--- src/rtl/core/vbad_pkg.sv ---
`timescale 1ns / 1ps
// ----------------------------------------------------------------------------
// vbad_pkg: shared types and constants of the volume block average downsampler
// Holds the size limits, the derived field widths, the register indexes and
// the structs passed between the address generator, accumulator and divider.
// ----------------------------------------------------------------------------
package vbad_pkg;

	// Size limits. MAX_CELLS must be a power of two: cube addresses wrap.
	localparam int MAX_WIDTH  = 1024;
	localparam int MAX_HEIGHT = 1024;
	localparam int MAX_FACTOR = 8;
	localparam int MAX_CELLS  = 65536;
	localparam int MAX_SLICES = 65535;

	// Port widths.
	localparam int VOXW      = 8;
	localparam int MEANW     = 8;
	localparam int CFG_IDXW  = 8;
	localparam int CFG_DATAW = 16;
	localparam int WCFGW     = 11;
	localparam int HCFGW     = 11;
	localparam int NCFGW     = 16;
	localparam int FCFGW     = 4;

	// Internal widths.
	localparam int XW    = (MAX_WIDTH > 1) ? $clog2(MAX_WIDTH) : 1;
	localparam int YW    = (MAX_HEIGHT > 1) ? $clog2(MAX_HEIGHT) : 1;
	localparam int ZW    = 16;
	localparam int FW    = (MAX_FACTOR > 1) ? $clog2(MAX_FACTOR) : 1;
	localparam int NW    = FW + 1;
	localparam int NXYW  = 2 * NW;
	localparam int CNTW  = 3 * NW;
	localparam int AW    = (MAX_CELLS > 1) ? $clog2(MAX_CELLS) : 1;
	localparam int SUMW  = 17;
	localparam int DIVW  = CNTW + MEANW;
	localparam int NSTG  = MEANW;

	// Configuration register indexes.
	localparam logic [CFG_IDXW-1:0] REG_SLICE_WIDTH  = CFG_IDXW'(0);
	localparam logic [CFG_IDXW-1:0] REG_SLICE_HEIGHT = CFG_IDXW'(1);
	localparam logic [CFG_IDXW-1:0] REG_SLICE_COUNT  = CFG_IDXW'(2);
	localparam logic [CFG_IDXW-1:0] REG_FACTOR       = CFG_IDXW'(3);

	// One voxel on its way to the accumulator.
	typedef struct packed {
		logic [AW-1:0]   addr;
		logic [VOXW-1:0] voxel;
		logic            first;
		logic            complete;
		logic [NXYW-1:0] nxy;
		logic [NW-1:0]   nz;
		logic            last;
	} vbad_item_t;

	// A finished cube sum waiting to be divided.
	typedef struct packed {
		logic [SUMW-1:0] sum;
		logic [CNTW-1:0] cnt;
		logic            last;
	} vbad_div_req_t;

	// Payload of one divider stage.
	typedef struct packed {
		logic [SUMW-1:0]  rem;
		logic [MEANW-1:0] quo;
		logic [CNTW-1:0]  cnt;
		logic             sat;
		logic             last;
	} vbad_div_stage_t;

endpackage

--- src/rtl/core/vbad_addr_gen.sv ---
`timescale 1ns / 1ps
// ----------------------------------------------------------------------------
// vbad_addr_gen: raster position tracking and cube addressing
// Holds the configuration and the raster counters, and tags each voxel with
// its cube address, its first/complete flags and the cube's voxel count.
// ----------------------------------------------------------------------------
module vbad_addr_gen (
	input  logic                           clk,
	input  logic                           arst_n,
	input  logic                           cfg_wr,
	input  logic [vbad_pkg::CFG_IDXW-1:0]  cfg_index,
	input  logic [vbad_pkg::CFG_DATAW-1:0] cfg_data,
	input  logic                           push,
	input  logic [vbad_pkg::VOXW-1:0]      voxel,
	output vbad_pkg::vbad_item_t           item
);
	import vbad_pkg::*;

	logic [XW-1:0] w_m1_q;
	logic [YW-1:0] h_m1_q;
	logic [ZW-1:0] n_m1_q;
	logic [FW-1:0] f_m1_q;

	logic [XW-1:0] x_q, cx_q;
	logic [FW-1:0] xm_q, ym_q, sig_q;
	logic [YW-1:0] y_q;
	logic [ZW-1:0] z_q;
	logic [AW-1:0] row_base_q;

	logic [WCFGW-1:0] wd;
	logic [HCFGW-1:0] hd;
	logic [NCFGW-1:0] nd;
	logic [FCFGW-1:0] fd;
	logic             x_end, y_end, z_end, last_slice;
	logic             at_w_end, at_h_end, at_n_end;
	logic             restart;

	assign wd = cfg_data[WCFGW-1:0];
	assign hd = cfg_data[HCFGW-1:0];
	assign nd = cfg_data[NCFGW-1:0];
	assign fd = cfg_data[FCFGW-1:0];

	assign at_w_end   = (x_q == w_m1_q);
	assign at_h_end   = (y_q == h_m1_q);
	assign at_n_end   = (z_q == n_m1_q);
	assign x_end      = (xm_q == f_m1_q) || at_w_end;
	assign y_end      = (ym_q == f_m1_q) || at_h_end;
	assign z_end      = (sig_q == f_m1_q);
	assign last_slice = z_end || at_n_end;

	assign restart = cfg_wr && ((cfg_index == REG_SLICE_WIDTH) || (cfg_index == REG_SLICE_HEIGHT)
		|| (cfg_index == REG_SLICE_COUNT) || (cfg_index == REG_FACTOR));

	always_comb begin
		item.addr     = row_base_q + AW'(cx_q);
		item.voxel    = voxel;
		item.first    = (sig_q == '0) && (xm_q == '0) && (ym_q == '0);
		item.complete = last_slice && x_end && y_end;
		item.nxy      = (NXYW'(xm_q) + NXYW'(1)) * (NXYW'(ym_q) + NXYW'(1));
		item.nz       = NW'(sig_q) + NW'(1);
		item.last     = at_w_end && at_h_end && at_n_end;
	end

	// Configuration is stored already clamped and minus one.
	always_ff @(posedge clk or negedge arst_n) begin
		if (!arst_n) begin
			w_m1_q <= XW'(255);
			h_m1_q <= YW'(255);
			n_m1_q <= '0;
			f_m1_q <= FW'(1);
		end else if (cfg_wr) begin
			unique case (cfg_index)
				REG_SLICE_WIDTH: begin
					if (wd == '0)
						w_m1_q <= '0;
					else if (wd > WCFGW'(MAX_WIDTH))
						w_m1_q <= XW'(MAX_WIDTH - 1);
					else
						w_m1_q <= XW'(wd - WCFGW'(1));
				end
				REG_SLICE_HEIGHT: begin
					if (hd == '0)
						h_m1_q <= '0;
					else if (hd > HCFGW'(MAX_HEIGHT))
						h_m1_q <= YW'(MAX_HEIGHT - 1);
					else
						h_m1_q <= YW'(hd - HCFGW'(1));
				end
				REG_SLICE_COUNT: begin
					n_m1_q <= (nd == '0) ? '0 : ZW'(nd - NCFGW'(1));
				end
				REG_FACTOR: begin
					if (fd == '0)
						f_m1_q <= '0;
					else if (fd > FCFGW'(MAX_FACTOR))
						f_m1_q <= FW'(MAX_FACTOR - 1);
					else
						f_m1_q <= FW'(fd - FCFGW'(1));
				end
				default: begin
				end
			endcase
		end
	end

	// The cube row base advances by the number of cubes in a row, which is
	// the column cube index at the row's last voxel plus one.
	always_ff @(posedge clk or negedge arst_n) begin
		if (!arst_n) begin
			x_q        <= '0;
			cx_q       <= '0;
			xm_q       <= '0;
			y_q        <= '0;
			ym_q       <= '0;
			z_q        <= '0;
			sig_q      <= '0;
			row_base_q <= '0;
		end else if (restart) begin
			x_q        <= '0;
			cx_q       <= '0;
			xm_q       <= '0;
			y_q        <= '0;
			ym_q       <= '0;
			z_q        <= '0;
			sig_q      <= '0;
			row_base_q <= '0;
		end else if (push) begin
			if (!at_w_end) begin
				x_q <= x_q + XW'(1);
				if (xm_q == f_m1_q) begin
					xm_q <= '0;
					cx_q <= cx_q + XW'(1);
				end else begin
					xm_q <= xm_q + FW'(1);
				end
			end else begin
				x_q  <= '0;
				xm_q <= '0;
				cx_q <= '0;
				if (!at_h_end) begin
					y_q <= y_q + YW'(1);
					if (ym_q == f_m1_q) begin
						ym_q       <= '0;
						row_base_q <= row_base_q + AW'(cx_q) + AW'(1);
					end else begin
						ym_q <= ym_q + FW'(1);
					end
				end else begin
					y_q        <= '0;
					ym_q       <= '0;
					row_base_q <= '0;
					if (!at_n_end) begin
						z_q   <= z_q + ZW'(1);
						sig_q <= z_end ? '0 : sig_q + FW'(1);
					end else begin
						z_q   <= '0;
						sig_q <= '0;
					end
				end
			end
		end
	end

endmodule

--- config.mk ---
export PLATFORM = sky130hd
export DESIGN_NAME = vbad_addr_gen
export DESIGN_NICKNAME = d
export VERILOG_FILES = /design/src/rtl/core/vbad_pkg.sv /design/src/rtl/core/vbad_addr_gen.sv
export SDC_FILE = /design/constraint.sdc
export NUM_CORES = 1
export LEC_CHECK = 0
export ABC_CLOCK_PERIOD_IN_PS = 4100
export BUFFER_PORTS_ARGS = -buffer_cell sky130_fd_sc_hd__buf_2
export CORE_MARGIN = 10
export CORE_UTILIZATION = 35
export DETAILED_ROUTE_END_ITERATION = 10
export RECOVER_POWER = 50
export SYNTH_ARGS = -nofsm -noshare
export SYNTH_HDL_FRONTEND = slang
export SYNTH_SLANG_ARGS = --single-unit
--- constraint.sdc ---
create_clock -name clk -period 4.1 [get_ports clk]
set_input_delay 0.205 -clock clk [delete_from_list [all_inputs] [get_ports clk]]
set_output_delay 0.205 -clock clk [all_outputs]
set_load 0.02 [all_outputs]
# Yosys cells after proc, flatten, opt, wreduce, memory -nomap -nowiden
# Cells that the tools add are included.
[word_totals] reg_bits=110 latchBits=0 ram_bits=0 rom_bits=0 output_inout_bits=39 elab_cells=113 mem_count=0
[op_classes] addsub=15 multipliers=1 div=0 order_cmp=2 n_eq_ne=9 shifts=0 muxes=41 n_bitwise=0 n_reduce_logical=33
[ops] cell="2-to-1 mux 16 bit" n=11
[ops] cell="2-to-1 mux 10 bit" n=13
[ops] cell="2-to-1 mux 3 bit" n=17
[ops] cell="adder 16 x 1 -> 16 bit (second input constant)" n=2
[ops] cell="adder 10 x 1 -> 10 bit (second input constant)" n=3
[ops] cell="equality test 10 bit" n=2
[ops] cell="adder 16 x 10 -> 16 bit" n=1
[ops] cell="equality test 16 bit" n=1
[ops] cell="equality test 8 x 2 -> 1 bit (second input constant)" n=2
[ops] cell="zero test 16 bit" n=1
[ops] cell="subtractor 16 x 1 -> 16 bit (second input constant)" n=1
[ops] cell="adder 3 x 1 -> 4 bit (second input constant)" n=3
[ops] cell="AND reduction 2 bit" n=6
[ops] cell="> comparator 11 bit (second input constant)" n=1
[ops] cell="zero test 11 bit" n=1
[ops] cell="subtractor 10 x 1 -> 10 bit (second input constant)" n=1
[ops] cell="adder 3 x 1 -> 3 bit (second input constant)" n=3
[ops] cell="equality test 3 bit" n=3
[ops] cell="zero test 3 bit" n=3
[ops] cell="equality test 8 x 1 -> 1 bit (second input constant)" n=1
[ops] cell="zero test 8 bit" n=1
[ops] cell="multiplier 4 x 4 -> 8 bit" n=1
[ops] cell="logical AND 1 bit" n=7
[ops] cell="logical OR 1 bit" n=6
[ops] cell="6 further kinds" n=10

# Longest topological paths before layout
[logic_depth] ltp_word=7 mapped_depth=14 ltp_nobuf=13

# Worst setup path before layout
# No wires, ideal clock.
[synth_path] path_type="register to output" startpoint="reg xm_q[0]" endpoint="out item[12] in the netlist's numbering" t_arrival_ps=3269 t_required_ps=3895 path_slack_ps=626 stages_incl_launch_ff=14 n_path_buf=1 path_cell_list="dfrtp_1 clkbuf_1 inv_1 ha_1 nand2_1 fa_1 fa_1 inv_1 ha_1 a21o_1 a21oi_1 o21bai_1 a21oi_1 xnor2_1"
[synth_lines] element="from (decl)" line="vbad_addr_gen.sv:25" source="logic [FW-1:0] xm_q, ym_q, sig_q;"
[synth_lines] element="from (signal assigned)" line="vbad_addr_gen.sv:134" source="xm_q <= xm_q + FW'(1);"
[synth_lines] element="to (decl)" line="vbad_addr_gen.sv:15" source="output vbad_pkg::vbad_item_t item"

==> results <==
- The area growth from synthesis to layout is 10.8%.
- Summed over all layers, the routed wires come to 18,500 µm.
- The leakage dissipation is 3.80 nW.
- The count of maximum capacitance violations is 1.
- The via count of the routed design is 6,162.
- During I/O placement, the number of pins put on the boundary was 75.
- In this run the cell area of the synthesized design comes to 7520 µm².
- The share of synthesized area in the top cell type comes to 31.0%.
- The number of global-route vias before repair is 6,121.
- For the final routed database, the setup TNS stands at 0 ns.
- The clock insertion delay at the later pin of the skew report is 0.36 ns.
- The clock sink total is 110.
- The smallest clock period supported by the final layout is computed as 3.88 ns.
- The starting density of the core is 35.6%.
- The first global-routing pass estimated 31,500 µm of wire.
- The endpoint of the worst register-to-register path is row_base_q[15].
- Input and output buffers added on the ports amount to 58.
- Clock-pin slew was measured on the worst setup and hold paths at 0.08 ns.
- The overall track demand over capacity in global routing is 13.3%.
- The die covers 27,700 µm².
- The post-detailed-route via-to-cell ratio is 5.25.
- Along the worst hold path, the cell count comes to 2.
- The post-route netlist has 15.9% of its cells at a drive strength greater than 1.
- Entering global routing, the biggest net connects 54 pins.
- Detailed placement ended at an HPWL of 14,000 µm.
- The starting DRC count in detailed routing is 463.
- Measured along the x axis, the die boundary spans 167 µm.
- The worst IR drop on VDD is 0.000284 V.
- The total setup violations reported at the end of the flow is 0.
- The origin of the critical flop-to-flop path is cx_q[0].
- On the worst path, the slowest cell contributes a delay of 0.54 ns.
- Among all flip-flop cells after synthesis, the most frequent one is sky130_fd_sc_hd__dfrtp_1.
- Static timing analysis puts the maximum clock frequency at 258 MHz.
- The root buffer cell is sky130_fd_sc_hd__clkbuf_16.
- The pre-antenna-repair detailed-routing pass consisted of 5 iterations.
- The cell count after synthesis came out at 851.
- The final cycle utilization of the critical path is 94.6%.
- The maximum count of clock buffers along a single path is 2.
- Of all cell types, the one taking the most synthesized area is sky130_fd_sc_hd__dfrtp_1.
- Setup repair after global routing left no endpoint under its margin.
- The remaining antenna violation count is 0.
- The final reports fail on max-capacitance violations, max-slew violations.
- After the last flow step, the layout net total stands at 969.
- The critical path is of the register to primary output type.
- The initial antenna violation count is 0.
- The number of buffers inserted during clock tree synthesis is 9.
- Measured in cells, the most critical reg-to-reg path has a length of 11.
- The worst setup path is captured at a primary output.
- CTS built an H-tree with a depth of 3.
- The worst-path cell with the longest stage delay is sky130_fd_sc_hd__fa_1.
- The proportion of synthesized flip-flops having asynchronous set or reset is 100%.
- The arrival time reported for the critical path endpoint is 3.67 ns.
- Row generation in the floorplan step produced 53 rows.
- The number of nets in the synthesized netlist is 926.
- The residual overflow from global routing is 0.
- The run finished, with violations left.
- The vertical die dimension is 167 µm.
- The number of pins with negative max-slew slack in the final report came to 54.
- The kind of path behind the tightest hold check is input port to register.
- Excluding fillers, the count of instances in the completed layout stands at 1,174.
- The tightest slew margin relative to the limit is -95.1%.
- The transition time at the pin with the least slew margin is 2.93 ns.
- The source of the critical timing path is xm_q[0].
- Leaving out fill and tap cells, the most frequent cells in the layout are sky130_fd_sc_hd__nand2_1, sky130_fd_sc_hd__o21ai_0, sky130_fd_sc_hd__dfrtp_1, sky130_fd_sc_hd__nor2_1, sky130_fd_sc_hd__xor2_1.
- The worst clock skew on the final layout is 0.0104 ns.
- In this run, synthesis produced a sequential element count of 110.
- The placed cell count is 1,156.
- The CTS tree is built.
- The final hold violation count is 0.
- The repair_antennas step left the layout with diodes totalling 0.
- In the final routed layout, each cell accounts on average for 15.7 µm.
- In this run the power density over the cells is 567 nW/µm².
- The register area share after synthesis is 36.9%.
- The data required time at the worst endpoint is 3.89 ns.
- The peak fanout along the critical path is 10.
- The register-to-register path setup slack is 0.85 ns.
- The most critical setup path has its endpoint at item[12].
- The Yosys step of the flow raised 0 warnings.
- The type of element launching the critical path is a register.
- The DRC violations left is 0.
- By area the synthesized netlist is led by sky130_fd_sc_hd__dfrtp_1, sky130_fd_sc_hd__xor2_1, sky130_fd_sc_hd__o21ai_0, sky130_fd_sc_hd__dfstp_2, sky130_fd_sc_hd__ha_1.
- The library cell used most frequently in the layout, excluding fill and tap cells, is sky130_fd_sc_hd__nand2_1.
- At the end of routability-driven placement, the weighted congestion stood at 0.856.
- The count of flip-flops with a built-in enable after synthesis is 0.
- The core area is 21,100 µm².
- The per-instance average area after synthesis is 8.83 µm².
- The distinct cell type count of the synthesized netlist is 75.
- Traced cell by cell, the critical path runs through ha_1 -> xor2_1 -> nand2_1 -> fa_1 -> fa_1 -> inv_1 -> ha_1 -> a21o_1 -> a21oi_2 -> o21bai_1 -> a21oi_1 -> xnor2_1 -> buf_2.
==> layout make-up <==
type,instances,area [µm²]
well taps,275,344
inverters,34,129
clock inverters,7,75.1
flip-flops and latches,110,2780
multi-input cells,670,4420
fillers,2148,12800
clock buffers,9,225
repair buffers,69,362
==> routing by layer <==
metal	vias to the layer above	wire length, µm	track usage [%]
met5	-	0	0
met2	113	8670	21.4
met3	14	654	2.45
met4	0	163	2.98
li1	3079	-	-
met1	2956	8970	18.0
==> worst max-delay path: cells and delay by family, from the launching register on <==
kind | cells | cell delay [ns]
flip-flops | 1 | 0.48
AO/OA/AOI/OAI | 4 | 0.58
adder cells (fa/ha/maj) | 4 | 1.57
XOR/XNOR | 2 | 0.35
buffers and inverters | 2 | 0.24
AND/OR/NAND/NOR | 1 | 0.10
==> report_power, final <==
group | switching [mW] | total (mW) | internal [mW]
registers | 0.220 | 1.49 | 1.27
clock network | 0.461 | 0.897 | 0.436
logic | 1.48 | 2.34 | 0.860
total | 2.16 | 4.72 | 2.56
==> synthesized netlist by cell type (5+ instances only) <==
| library cell | number |
|---|---|
| sky130_fd_sc_hd__nand2_1 | 95 |
| sky130_fd_sc_hd__o21ai_0 | 94 |
| sky130_fd_sc_hd__dfrtp_1 | 93 |
| sky130_fd_sc_hd__nor2_1 | 72 |
| sky130_fd_sc_hd__xor2_1 | 54 |
| sky130_fd_sc_hd__xnor2_1 | 41 |
| sky130_fd_sc_hd__nand3_1 | 39 |
| sky130_fd_sc_hd__ha_1 | 34 |
| sky130_fd_sc_hd__inv_1 | 33 |
| sky130_fd_sc_hd__a21oi_1 | 31 |
| sky130_fd_sc_hd__clkbuf_1 | 22 |
| sky130_fd_sc_hd__and3_1 | 19 |
| sky130_fd_sc_hd__o31ai_1 | 18 |
| sky130_fd_sc_hd__dfstp_2 | 17 |
| sky130_fd_sc_hd__mux2_2 | 17 |
| sky130_fd_sc_hd__nor3_1 | 16 |
| sky130_fd_sc_hd__nand4_1 | 14 |
| sky130_fd_sc_hd__buf_4 | 10 |
| sky130_fd_sc_hd__nand2b_1 | 9 |
| sky130_fd_sc_hd__nor2b_1 | 8 |
| sky130_fd_sc_hd__nor4_1 | 8 |
| sky130_fd_sc_hd__and2_1 | 7 |
| sky130_fd_sc_hd__a21o_1 | 6 |
| sky130_fd_sc_hd__or3_1 | 6 |
| sky130_fd_sc_hd__fa_1 | 5 |
==> stage by stage <==
step	hold slack (ns)	util [%]	area (µm²)	power, mW	worst slack (ns)
after floorplan	-0.0906	-	7520	3.22	0.626
after global placement	0.301	38.1	8020	3.83	0.526
after detailed placement	0.302	38.1	8020	3.85	0.472
after CTS	0.122	39.5	8330	4.77	0.0781
after global routing	0.143	39.5	8330	5.13	0.0199
final	0.138	39.5	8330	4.72	0.220
==> what timing repair did <==
| item | 4_1_cts | 5_1_grt |
|---|---|---|
| hold endpoints to repair | 35 | 0 |
| hold buffers | 1 | 0 |
| setup endpoints to repair | 0 | 2 |
| resized for setup | 0 | 3 |
| buffers inserted | 0 | 1 |
==> sequential cells by signal, indices dropped and copies added (netlist names) <==
register / flops
cx_q: 10
f_m1_q: 3
h_m1_q: 10
n_m1_q: 16
row_base_q: 16
sig_q: 3
w_m1_q: 10
x_q: 10
xm_q: 3
y_q: 10
ym_q: 3
z_q: 16
==> worst min path at each step <==
| stage | to | start |
|---|---|---|
| 6_report | n_m1_q[0] | cfg_data[0] |
| 5_1_grt | n_m1_q[0] | cfg_data[0] |
| 4_1_cts | n_m1_q[0] | cfg_data[0] |
| 3_5_place_dp | y_q[6] | arst_n |
| 3_3_place_gp | y_q[6] | arst_n |
| 2_1_floorplan | cx_q[0] | arst_n |
==> cells by family (layout without fill, tap and decap cells) <==
group	Yosys count	count (layout)	synth area share, %
buffers and inverters	71	119	4.33
and+or+nand+nor	326	326	22.0
xor gates and xnor gates	95	95	11.1
adders and majority gates	39	39	6.99
muxes	19	19	2.81
DFF	110	110	36.9
AOI/OAI and AO/OA	191	191	15.9
(Power assumes the default switching activity.)
