### src/rtl/core/vbad_pkg.sv
`timescale 1ns / 1ps
// ----------------------------------------------------------------------------
// vbad_pkg: shared types and constants of the volume block average downsampler
// Holds the size limits, the derived field widths, the register indexes and
// the structs passed between the address generator, accumulator and divider.
// ----------------------------------------------------------------------------
package vbad_pkg;

	// Size limits. MAX_CELLS must be a power of two: cube addresses wrap.
	localparam int MAX_WIDTH  = 1024;
	localparam int MAX_HEIGHT = 1024;
	localparam int MAX_FACTOR = 8;
	localparam int MAX_CELLS  = 65536;
	localparam int MAX_SLICES = 65535;

	// Port widths.
	localparam int VOXW      = 8;
	localparam int MEANW     = 8;
	localparam int CFG_IDXW  = 8;
	localparam int CFG_DATAW = 16;
	localparam int WCFGW     = 11;
	localparam int HCFGW     = 11;
	localparam int NCFGW     = 16;
	localparam int FCFGW     = 4;

	// Internal widths.
	localparam int XW    = (MAX_WIDTH > 1) ? $clog2(MAX_WIDTH) : 1;
	localparam int YW    = (MAX_HEIGHT > 1) ? $clog2(MAX_HEIGHT) : 1;
	localparam int ZW    = 16;
	localparam int FW    = (MAX_FACTOR > 1) ? $clog2(MAX_FACTOR) : 1;
	localparam int NW    = FW + 1;
	localparam int NXYW  = 2 * NW;
	localparam int CNTW  = 3 * NW;
	localparam int AW    = (MAX_CELLS > 1) ? $clog2(MAX_CELLS) : 1;
	localparam int SUMW  = 17;
	localparam int DIVW  = CNTW + MEANW;
	localparam int NSTG  = MEANW;

	// Configuration register indexes.
	localparam logic [CFG_IDXW-1:0] REG_SLICE_WIDTH  = CFG_IDXW'(0);
	localparam logic [CFG_IDXW-1:0] REG_SLICE_HEIGHT = CFG_IDXW'(1);
	localparam logic [CFG_IDXW-1:0] REG_SLICE_COUNT  = CFG_IDXW'(2);
	localparam logic [CFG_IDXW-1:0] REG_FACTOR       = CFG_IDXW'(3);

	// One voxel on its way to the accumulator.
	typedef struct packed {
		logic [AW-1:0]   addr;
		logic [VOXW-1:0] voxel;
		logic            first;
		logic            complete;
		logic [NXYW-1:0] nxy;
		logic [NW-1:0]   nz;
		logic            last;
	} vbad_item_t;

	// A finished cube sum waiting to be divided.
	typedef struct packed {
		logic [SUMW-1:0] sum;
		logic [CNTW-1:0] cnt;
		logic            last;
	} vbad_div_req_t;

	// Payload of one divider stage.
	typedef struct packed {
		logic [SUMW-1:0]  rem;
		logic [MEANW-1:0] quo;
		logic [CNTW-1:0]  cnt;
		logic             sat;
		logic             last;
	} vbad_div_stage_t;

endpackage

### src/rtl/core/vbad_divider.sv
`timescale 1ns / 1ps
// ----------------------------------------------------------------------------
// vbad_divider: pipelined restoring divider for the cube mean
// Produces one quotient bit per stage, most significant first, and saturates
// to the largest mean when the sum exceeds the representable quotient.
// ----------------------------------------------------------------------------
module vbad_divider (
	input  logic                       clk,
	input  logic                       arst_n,
	input  logic                       adv,
	input  logic                       req_valid,
	input  vbad_pkg::vbad_div_req_t    req,
	output logic                       res_valid,
	output logic [vbad_pkg::MEANW-1:0] res_mean,
	output logic                       res_last
);
	import vbad_pkg::*;

	logic            vld_q [NSTG];
	vbad_div_stage_t stg_q [NSTG];
	vbad_div_stage_t stg_in  [NSTG];
	vbad_div_stage_t stg_nxt [NSTG];

	always_comb begin
		stg_in[0].rem  = req.sum;
		stg_in[0].quo  = '0;
		stg_in[0].cnt  = req.cnt;
		stg_in[0].last = req.last;
		stg_in[0].sat  = (DIVW'(req.sum) >= (DIVW'(req.cnt) << MEANW));
		for (int i = 1; i < NSTG; i++)
			stg_in[i] = stg_q[i-1];
	end

	always_comb begin
		for (int i = 0; i < NSTG; i++) begin
			logic [DIVW-1:0] trial;
			trial = DIVW'(stg_in[i].cnt) << (NSTG - 1 - i);
			stg_nxt[i] = stg_in[i];
			if (DIVW'(stg_in[i].rem) >= trial) begin
				stg_nxt[i].rem = stg_in[i].rem - SUMW'(trial);
				stg_nxt[i].quo[NSTG-1-i] = 1'b1;
			end
		end
	end

	always_ff @(posedge clk) begin
		if (adv) begin
			for (int i = 0; i < NSTG; i++)
				stg_q[i] <= stg_nxt[i];
		end
	end

	always_ff @(posedge clk or negedge arst_n) begin
		if (!arst_n) begin
			for (int i = 0; i < NSTG; i++)
				vld_q[i] <= 1'b0;
		end else if (adv) begin
			vld_q[0] <= req_valid;
			for (int i = 1; i < NSTG; i++)
				vld_q[i] <= vld_q[i-1];
		end
	end

	assign res_valid = vld_q[NSTG-1];
	assign res_mean  = stg_q[NSTG-1].sat ? '1 : stg_q[NSTG-1].quo;
	assign res_last  = stg_q[NSTG-1].last;

	a_frozen_holds: assert property (@(posedge clk) disable iff (!arst_n)
		!adv |=> (vld_q[NSTG-1] == $past(vld_q[NSTG-1])))
		else $error("divider output moved while frozen");

	a_valid_shifts: assert property (@(posedge clk) disable iff (!arst_n)
		(adv && req_valid) |=> vld_q[0])
		else $error("divider dropped a request");

	a_frozen_only_with_result: assert property (@(posedge clk) disable iff (!arst_n)
		!adv |-> res_valid)
		else $error("pipeline frozen with no pending result");

endmodule

### config.mk
export PLATFORM = sky130hd
export DESIGN_NAME = vbad_divider
export DESIGN_NICKNAME = d
export VERILOG_FILES = /design/src/rtl/core/vbad_pkg.sv /design/src/rtl/core/vbad_divider.sv
export SDC_FILE = /design/constraint.sdc
export NUM_CORES = 1
export LEC_CHECK = 0
export ABC_AREA = 1
export CAP_MARGIN = 20
export CORE_ASPECT_RATIO = 1.4
export CORE_UTILIZATION = 55
export DETAILED_ROUTE_END_ITERATION = 6
export DONT_BUFFER_PORTS = 1
export PLACE_DENSITY = 0.67
export SLEW_MARGIN = 15
export SYNTH_ARGS = -nofsm -noshare
export SYNTH_HDL_FRONTEND = slang
export SYNTH_SLANG_ARGS = --single-unit
### constraint.sdc
create_clock -name clk -period 4.75 [get_ports clk]
set_input_delay 0.95 -clock clk [delete_from_list [all_inputs] [get_ports clk]]
set_output_delay 0.95 -clock clk [all_outputs]
set_load 0.02 [all_outputs]
# Word level (Yosys, flattened, before mapping)
# Memories as Yosys holds them, arrays and structs flattened.
# Index checks and enable logic that the tools add are counted.
# Widths: inputs -> output; s select.
word_totals:
  regBits: 8
  mem_bits_rw: 312
  inputBits: 34
  output_inout_bits: 10
  word_cells: 44
  n_memories: 1
mem_list:
  columns: ["name", "words", "word_bits", "read_ports", "rd_clocked_by_memory_dff", "wr", "line", "rtl"]
  rows:
  - ["stg_q", 8, 39, 8, 0, 8, "vbad_divider.sv:20", "vbad_div_stage_t stg_q [NSTG];"]
classes:
  n_addsub: 8
  magnitude_cmp: 9
  muxes: 18
op_table:
  columns: ["operator", "n"]
  rows:
  - ["$mux 17", 7]
  - ["$sub 17x17->17", 3]
  - ["$ge 17x20->1", 1]
  - ["$ge 17x19->1", 1]
  - ["$ge 17x18->1", 1]
  - ["$mux 18", 1]
  - ["$ge 17x12->1", 1]
  - ["$ge 17x13->1", 1]
  - ["$ge 17x14->1", 1]
  - ["$ge 17x15->1", 1]
  - ["$ge 17x16->1", 1]
  - ["$ge 17x17->1", 1]
  - ["$sub 17x12->17", 1]
  - ["$sub 17x13->17", 1]
  - ["$sub 17x14->17", 1]
  - ["$sub 17x15->17", 1]
  - ["$sub 17x16->17", 1]
  - ["$mux 1", 9]
  - ["$mux 8", 1]

# Logic depth before layout (Yosys ltp)
# Gate-level depths: netlist (run 1).
# An unclocked memory read counts as a cell.
depth:
  word_depth: 3
  ltp_mapped: 14
  depth_no_buf: 13

# Worst setup path before layout (run 1)
# No wires, ideal clock.
synth_path:
  path_type: "input to register"
  start: "input port req[20] (netlist bit)"
  end: "memory stg_q[0][30] (netlist bit), data pin"
  setup_time_ns: 0.253
  arrival_ns: 2.197
  required_time_ns: 4.497
  setup_slack_ns: 2.300
  cell_stages: 11
  n_path_buf: 1
  path_cell_list: "inv_1 ha_1 inv_1 fa_1 nand3_1 nand2_1 nand3_1 nand3_1 buf_2 nand2_1 nand2_1"
synth_rtl:
  columns: ["element", "line", "rtl"]
  rows:
  - ["start, declared", "vbad_divider.sv:12", "input vbad_pkg::vbad_div_req_t req,"]
  - ["end, declared", "vbad_divider.sv:20", null]

==> flow_summary.ini, run 1 <==
[clock_network]
htree_levels = 1
clock_latency_ps = 560
cts_setup_buffers = 0
clock-sinks = 263
clockRootBuffer = clkbuf_16
cts_buffer_depth = 3
clkTransAtPathRegs_ps = 60
cts_tree = done
cts_made_buffers = 27
post_cts_resized = 0
hold_buffers = 0

[job]
maxCapViolCount = 0

[layout]
final_nets = 1944
stdcell_area_mm2 = 0.0168
drive_gt1_share_pct = 6.20
area_growth_pct = 7.60
diodes = 0

[setup_path]
crit_path_start_kind = register
r2r_cells = 12
endpoint_kind = register
worst_ep_required_time_ps = 5050
worstPathArrival_ps = 3040
path_class = reg2reg
path_max_fanout = 14

[yosys]
ys.warnings.count = 0
synthArstFlopShare_pct = 3.04
synth_compound_area_share_pct = 3.33
ys_ff_latch = 263
syn-cell-area_mm2 = 0.0156
muxShareOfSynthArea_pct = 0
synth_xor_xnor_area_share_pct = 2.02
synth_fa_ha_area_share_pct = 9.05
synth_ff_type = edfxtp_1
synth_cells = 1789
yosysSeqAreaShare_pct = 50.2
synth-edff-count = 255
avgSynthCellArea_um2 = 8.75
synth-simple-area-share_pct = 25.9
synth_nets = 1932
synth_top_family_by_area = simple AND/OR/NAND/NOR gates
synth.distinct_cells = 48

[placement]
dp_hpwl_mm = 27.9
gp_congestion = 0.958
postPlaceCellArea_mm2 = 0.0159
port_buffers = 0

[routing]
drtIter0Drc = 434
drcViolationCount = 0
vias = 11400
ant_nets = 0
vias_per_cell = 5.21
drt-pass1-iter-count = 5
post_drt_wl_per_cell_um = 16.1
totalWireLength_mm = 35.4

[global_route]
overflow = 0
grt_pass1_wl_mm = 54.7
grt_pass1_vias = 11700
grt_start_max_net_pins = 272
grt_use_total_pct = 25.1
grt_antenna_before_repair = 0

[timing]
finalMaxSlewViolations = 0
min_period_ps = 2740
final.setup.tns_ps = 0
hold_viol_final = 0
setup_viol = 0
rsz0062_at_grt = no
fin_skew_ps = 26.4
max_slew_margin_pct = 62.7
fin_crit_sh_pct = 57.7
fmax_ghz = 0.365
tightest_slew_ps = 557

[pwr]
p_leak_uw = 0.00815
ir_worst_vdd_uv = 309
power_density_mw_per_mm2 = 479

[status]
status = completed

[die]
die_w_um = 145
core_area_mm2 = 0.0278
die_h_um = 202
start_util_pct = 56.2
rows = 72
dieArea_mm2 = 0.0291
io_pins = 44

[worst_hold_path]
hold_class = in2async
==> final timing paths <==
| path | start | to | slack, ps |
|---|---|---|---|
| worst max register to register | stg_q[0][66]$_DFFE_PP_ | stg_q[0][113]$_DFFE_PP_ | 2010 |
| worst min register to register | stg_q[1][95]$_DFFE_PP_ | stg_q[1][134]$_DFFE_PP_ | 410 |
| worst min-delay path | arst_n | res_valid$_DFFE_PN0P_ | 80 |
| min in group clk | stg_q[1][95]$_DFFE_PP_ | stg_q[1][134]$_DFFE_PP_ | 410 |
| worst max-delay path | stg_q[0][66]$_DFFE_PP_ | stg_q[0][113]$_DFFE_PP_ | 2010 |
| max in group asynchronous | arst_n | vld_q[3]$_DFFE_PN0P_ | 4590 |
==> critical path, stage by stage, from the launching register on <==
cell,delay (ps)
edfxtp_1,370
inv_1,80
ha_1,130
inv_1,70
fa_1,400
nand2_1,110
nand2_1,80
nand3_1,100
nand2_1,110
nand2_1,390
nand3_2,400
nand2_1,180
nand2_1,60
==> sequential cells by signal, summed over array words and instances, names as in the netlist <==
signal     count
stg_q        255
vld_q          7
res_valid      1
==> synthesized netlist by cell type, types with 3 or more instances <==
cell	number	area share (%)
nor2_1	90	2.2
nand3_2	13	0.83
or2_2	11	0.44
buf_6	9	0.65
edfxtp_1	255	49
inv_1	344	8.3
dfrtp_1	8	1.3
nand2_1	590	14
nand3b_1	4	0.19
inv_2	5	0.12
nand4_1	46	1.8
nand2_2	8	0.32
a21oi_2	5	0.28
ha_1	102	8.2
clkbuf_1	3	0.072
xor2_1	34	1.9
nor3_1	14	0.45
o21ai_2	5	0.28
nor2_2	7	0.28
a21oi_1	46	1.5
buf_2	3	0.096
nor2_4	4	0.29
o21ai_0	20	0.64
o21ai_1	3	0.096
nand3_1	122	3.9
and2_1	5	0.20
nand3_4	3	0.34
fa_1	7	0.90
==> metrics by stage <==
step	setup slack, ps	utilization (%)	total power (uW)	instances	hold WS, ps
3_3_place_gp	1630	57.3	5920	2142	400
4_1_cts	1970	60.5	8110	2192	53.0
3_5_place_dp	1540	57.3	5980	2142	405
2_1_floorplan	2300	-	5320	1789	400
6_report	2010	60.5	8070	2192	84.4
5_1_grt	1780	60.5	8600	2192	61.2
==> cells in the final DEF, fill, tap and decap left out, types with 11 or more instances in the layout <==
cell type,netlist,final
a21oi_1,46,46
clkbuf_16,0,27
edfxtp_1,255,255
ha_1,102,102
inv_1,344,344
nand2_1,590,590
nand3_1,122,122
nand3_2,13,13
nand4_1,46,46
nor2_1,90,90
nor3_1,14,14
o21ai_0,20,20
or2_2,11,11
xor2_1,34,34
==> area by class of cell <==
cell class	count	area, um2
fillers	2382	11000
flip-flops and latches	263	7860
multi-input cells	1158	6300
inverters	350	1320
clock buffers	27	676
well taps	370	463
clock inverters	23	211
repair buffers	1	7.51
==> metal layers <==
layer  vias to the layer above  wire length, um  global-route usage, %
li1                       5807                -                      -
met1                      5185            10500                   18.6
met2                       258            20600                   52.3
met3                       165              918                   2.57
met4                         0             3390                   22.1
met5                         -                0                      0
==> cell families (layout without fill, tap and decap cells) <==
kind of cell | Yosys count | in the layout
buffers and inverters | 368 | 401
adder cells (fa/ha/maj) | 109 | 109
XOR/XNOR | 36 | 36
AND/OR/NAND/NOR | 925 | 925
AO/OA/AOI/OAI | 88 | 88
flip-flops | 263 | 263
==> report_power, final <==
group          leakage (uW)  switching [uW]  total [uW]  internal [uW]
clock              0.000425             915        2120           1210
combinational       0.00514            1790        2710            924
sequential          0.00258             184        3240           3050
total               0.00815            2890        8070           5190
No activity file was read; power rests on OpenSTA's default activity.
==> run 2: changes to the inputs <==
--- a/config.mk
+++ b/config.mk
@@ -11,7 +11,7 @@
 export CORE_UTILIZATION = 55
 export DETAILED_ROUTE_END_ITERATION = 6
 export DONT_BUFFER_PORTS = 1
-export PLACE_DENSITY = 0.67
+export PLACE_DENSITY = 0.7
 export SLEW_MARGIN = 15
 export SYNTH_ARGS = -nofsm -noshare
 export SYNTH_HDL_FRONTEND = slang
==> constraint.sdc (replaced) <==
create_clock -name clk -period 2.25 [get_ports clk]
set_input_delay 0.45 -clock clk [delete_from_list [all_inputs] [get_ports clk]]
set_output_delay 0.45 -clock clk [all_outputs]
set_load 0.02 [all_outputs]
==> flow_summary.ini, run 2 (synthesized netlist as in run 1, its figures left out) <==
[timing]
max_slew_margin_pct = 43.2
min_period_ps = 2150
final.setup.tns_ps = 0
tightest_slew_ps = 851
rsz0062_at_grt = yes
fmax_ghz = 0.465
finalMaxSlewViolations = 0
finalWorstSetupSlack_ps = 98.2
fin_crit_sh_pct = 95.6
hold_viol_final = 0
fin_skew_ps = 28.3
setup_viol = 0

[placement]
postPlaceCellArea_mm2 = 0.0164
post-place-ws_ps = -53.1
gp_congestion = 0.956
port_buffers = 0
dp_hpwl_mm = 29.8

[status]
status = completed

[routing]
vias_per_cell = 5.20
vias = 11800
post_drt_wl_per_cell_um = 16.7
ant_nets = 0
drtIter0Drc = 459
totalWireLength_mm = 38.0
drt-pass1-iter-count = 6
drcViolationCount = 0

[setup_path]
worstPathArrival_ps = 2440
crit_path_start_kind = register
r2r_cells = 12
rr_endpoint = stg_q[1][110]$_DFFE_PP_
worst_ep_required_time_ps = 2540
cpMostUsedCell = nand2_1
r2r-start = stg_q[1][41]$_DFFE_PP_
endpoint_kind = register
rrSetupSlack_ps = 100
critPathMaxStageDelay_ps = 390
crit_chain = ha_2, fa_1, inv_1, nand2_1, nand2_1, nand3_1, nand2_2, nand2_4, nand2_8, inv_4, nand2_1, nand2_1
path_class = reg2reg
path_max_fanout = 13
cp_slowest_cell = edfxtp_1
cp-startpoint = stg_q[1][41]$_DFFE_PP_

[die]
rows = 72
start_util_pct = 56.2
dieArea_mm2 = 0.0291
die_h_um = 202
core_area_mm2 = 0.0278
io_pins = 44
die_w_um = 145

[clock_network]
clock-sinks = 263
cts_made_buffers = 26
htree_levels = 1
clock_latency_ps = 560
clkTransAtPathRegs_ps = 60
cts_tree = done
cts_buffer_depth = 3
clockRootBuffer = clkbuf_16

[layout]
regMostFlops = stg_q
area_growth_pct = 12.9
drive_gt1_share_pct = 9.75
fill_cells = 2344
stdcell_area_mm2 = 0.0177
final_nets = 2031
largest_register_ff_count = 255
layout_commonest_cell = nand2_1
diodes = 0
final_cell_mix = nand2_1, inv_1, edfxtp_1

[pwr]
switching_share_pct = 35.6
pwr-share-comb_pct = 35.6
power_density_mw_per_mm2 = 996
pwr-share-seq_pct = 39.0
p_total_uw = 17600
intPower_uw = 11300
p_leak_uw = 0.00859
p_clk_share_pct = 25.5
net-switching-power_uw = 6250
ir_worst_vdd_uv = 631

[global_route]
grt_antenna_before_repair = 0
grt_start_max_net_pins = 268
grt_pass1_wl_mm = 58.9
grt_use_total_pct = 27.1
overflow = 0
grt_pass1_vias = 12500

[job]
maxCapViolCount = 0

[worst_hold_path]
hold_depth = 2
hold_class = in2reg
min_to = vld_q[7]$_DFFE_PN0P_
min-delay-start = req_valid
[run 2: cell type report]
cell class              instances  area, um2  share of cell area (%)
inverters                     350       1320                    7.45
clock inverters                19        218                    1.23
clock buffers                  29        662                    3.75
repair buffers                 88        766                    4.34
flip-flops and latches        263       7860                    44.5
well taps                     370        463                    2.62
multi-input cells            1159       6380                    36.1
[run 2: power by group through the flow]
stage	registers, uW	clock network [uW]	logic, uW
6_report	6850	4480	6260
3_5_place_dp	6950	0	6080
4_1_cts	6850	4550	6140
5_1_grt	6940	4720	7050
2_1_floorplan	6800	0	4440
3_3_place_gp	6920	0	5970
[run 2: how the worst max path moves through the flow]
| stage | to | cells past startpoint |
|---|---|---|
| after detailed placement | stg_q[0][115]$_DFFE_PP_ | 13 |
| after global routing | stg_q[1][112]$_DFFE_PP_ | 11 |
| after CTS | stg_q[0][115]$_DFFE_PP_ | 13 |
| after global placement | stg_q[0][115]$_DFFE_PP_ | 13 |
| after floorplan | stg_q[1][111]$_DFFE_PP_ | 13 |
| final | stg_q[1][110]$_DFFE_PP_ | 12 |
[run 2: routing by layer]
layer	vias up	wire, um	global-route usage [%]
met3	158	1070	3.07
met5	-	0	0
li1	5972	-	-
met4	0	3540	23.2
met1	5428	10800	19.0
met2	277	22600	57.6
[run 2: critical path: cells and delay by family (launching register included)]
kind / cells / cell delay, ps
adders and majority gates: 2 / 570
and+or+nand+nor: 8 / 740
DFF: 1 / 390
buffers and inverters: 2 / 190
[run 2: repair_timing]
action	4_1_cts	5_1_grt
cloned	0	1
pin swaps	0	5
hold buffers	22	0
setup endpoints to repair	8	47
gates resized for setup	2	14
setup buffers	0	5
endpoints found under the hold margin	33	0
[run 2: through the flow]
| stage | std cells | hold WS [ps] | util [%] |
|---|---|---|---|
| floorplan | 1789 | 154 | - |
| global placement | 2202 | 155 | 59.1 |
| detailed placement | 2202 | 155 | 59.1 |
| CTS | 2272 | 3.84 | 63.1 |
| global route | 2278 | 1.85 | 63.4 |
| finish | 2278 | 22.1 | 63.4 |
==> run 3: changes to the inputs <==
--- a/config.mk
+++ b/config.mk
@@ -7,11 +7,13 @@
 export LEC_CHECK = 0
 export ABC_AREA = 1
 export CAP_MARGIN = 20
+export CELL_PAD_IN_SITES_DETAIL_PLACEMENT = 0
+export CELL_PAD_IN_SITES_GLOBAL_PLACEMENT = 1
 export CORE_ASPECT_RATIO = 1.4
-export CORE_UTILIZATION = 55
+export CORE_UTILIZATION = 45
 export DETAILED_ROUTE_END_ITERATION = 6
 export DONT_BUFFER_PORTS = 1
-export PLACE_DENSITY = 0.7
+export PLACE_DENSITY = 0.74
 export SLEW_MARGIN = 15
 export SYNTH_ARGS = -nofsm -noshare
 export SYNTH_HDL_FRONTEND = slang
==> flow_summary.ini, run 3 (synthesized netlist as in run 1, its figures left out) <==
[setup_path]
crit_path_start_kind = register
worst_ep_required_time_ps = 2550
worstPathArrival_ps = 2480
critPathMaxStageDelay_ps = 380
path_class = reg2reg
cpMostUsedCell = nand2_1
endpoint_kind = register
rrSetupSlack_ps = 80
cp_slowest_cell = ha_1
path_max_fanout = 14
path_buf_inv = 3
crit_chain = inv_1, ha_1, nand2_2, inv_1, nand2_1, nand2_1, a21oi_4, nand3_4, buf_12, nand2_1, o21ai_0
critical-path-top-delay-family = simple AND/OR/NAND/NOR gates

[status]
status = completed

[placement]
port_buffers = 0
dp_hpwl_mm = 30.4
gp_congestion = 0.905

[timing]
hold_viol_final = 0
final.setup.tns_ps = 0
fmax_ghz = 0.460
fin_crit_sh_pct = 96.6
rsz0062_at_grt = yes
min_period_ps = 2170
finalMaxSlewViolations = 0
tightest_slew_ps = 741
setup_viol = 0
fin_skew_ps = 21.8
max_slew_margin_pct = 50.6

[global_route]
grt_start_max_net_pins = 272
grt_pass1_wl_mm = 60.3
grt_antenna_before_repair = 0
grt_use_total_pct = 22.2
overflow = 0
grt_pass1_vias = 12300

[clock_network]
clock-sinks = 263
clock_latency_ps = 560
cts_made_buffers = 28
htree_levels = 1
cts_buffer_depth = 3
clockRootBuffer = clkbuf_16
cts_tree = done
clkTransAtPathRegs_ps = 60

[die]
die_h_um = 223
dieArea_mm2 = 0.0355
start_util_pct = 45.8
core_area_mm2 = 0.0341
io_pins = 44
rows = 80
die_w_um = 160

[layout]
diodes = 0
largest_register_ff_count = 255
layout_commonest_cell = nand2_1
final_nets = 2027
regMostFlops = stg_q
fill_cells = 3163
final_cell_mix = nand2_1, inv_1, edfxtp_1
post-route-util_pct = 52.4
area_growth_pct = 14.4
drive_gt1_share_pct = 10.2

[routing]
ant_nets = 0
vias = 11600
drtIter0Drc = 478
top_layer = met4
vias_per_cell = 4.92
totalWireLength_mm = 38.3
wl_met2_mm = 22.8
drcViolationCount = 0
wl_met1_mm = 11.5
post_drt_wl_per_cell_um = 16.3
drt-pass1-iter-count = 5
wl_met3_um = 870

[pwr]
p_leak_uw = 0.00863
ir_worst_vdd_uv = 606
power_density_mw_per_mm2 = 1010

[worst_hold_path]
hold_class = in2reg

[job]
maxCapViolCount = 0
run 3: worst paths after layout:
check	startpoint	end	cells after the start
min reg2reg	stg_q[0][39]$_DFFE_PP_	stg_q[0][78]$_DFFE_PP_	0
min	adv	stg_q[1][132]$_DFFE_PP_	0
min in group asynchronous	arst_n	vld_q[1]$_DFFE_PN0P_	1
max reg2reg	stg_q[0][9]$_DFFE_PP_	stg_q[0][67]$_DFFE_PP_	11
max	stg_q[0][9]$_DFFE_PP_	stg_q[0][67]$_DFFE_PP_	11
max in group asynchronous	arst_n	res_valid$_DFFE_PN0P_	1
run 3: report_power, final:
part,switching [uW],total [uW],internal (uW)
Combinational,3820,6100,2280
Clock,1950,5130,3180
Sequential,424,6870,6450
Total,6190,18100,11900
run 3: what timing repair did:
item	in CTS	in global routing
hold buffers	22	0
gates resized for setup	4	20
endpoints found under the setup margin	21	36
cloned	0	0
setup buffers	4	6
endpoints found under the hold margin	29	0
pin swaps	1	5
run 3: area by class of cell:
class | count | area, um2 | share of cell area (%)
clock inverter | 19 | 278 | 1.55
sequential | 263 | 7860 | 43.9
multi-input combinational | 1158 | 6370 | 35.6
tap | 451 | 564 | 3.15
inverter | 350 | 1320 | 7.36
clock buffer | 33 | 751 | 4.20
timing repair buffer | 83 | 757 | 4.23
run 3: metal layers:
layer / vias up / GRT usage, %
li1: 5968 / -
met1: 5292 / 16.8
met2: 200 / 48.2
met3: 148 / 2.31
met4: 0 / 16.7
met5: - / 0
run 3: through the flow:
stage / hold slack (ps) / cells / setup slack [ps] / instance area, um2 / power (uW)
4_1_cts: 15.9 / 2351 / 12.7 / 17800 / 18200
6_report: 52.0 / 2357 / 75.6 / 17900 / 18100
3_3_place_gp: 155 / 2273 / -179 / 16500 / 12900
5_1_grt: 22.5 / 2357 / -16.7 / 17900 / 19300
2_1_floorplan: 154 / 1789 / 224 / 15600 / 11200
3_5_place_dp: 155 / 2273 / -214 / 16500 / 12900
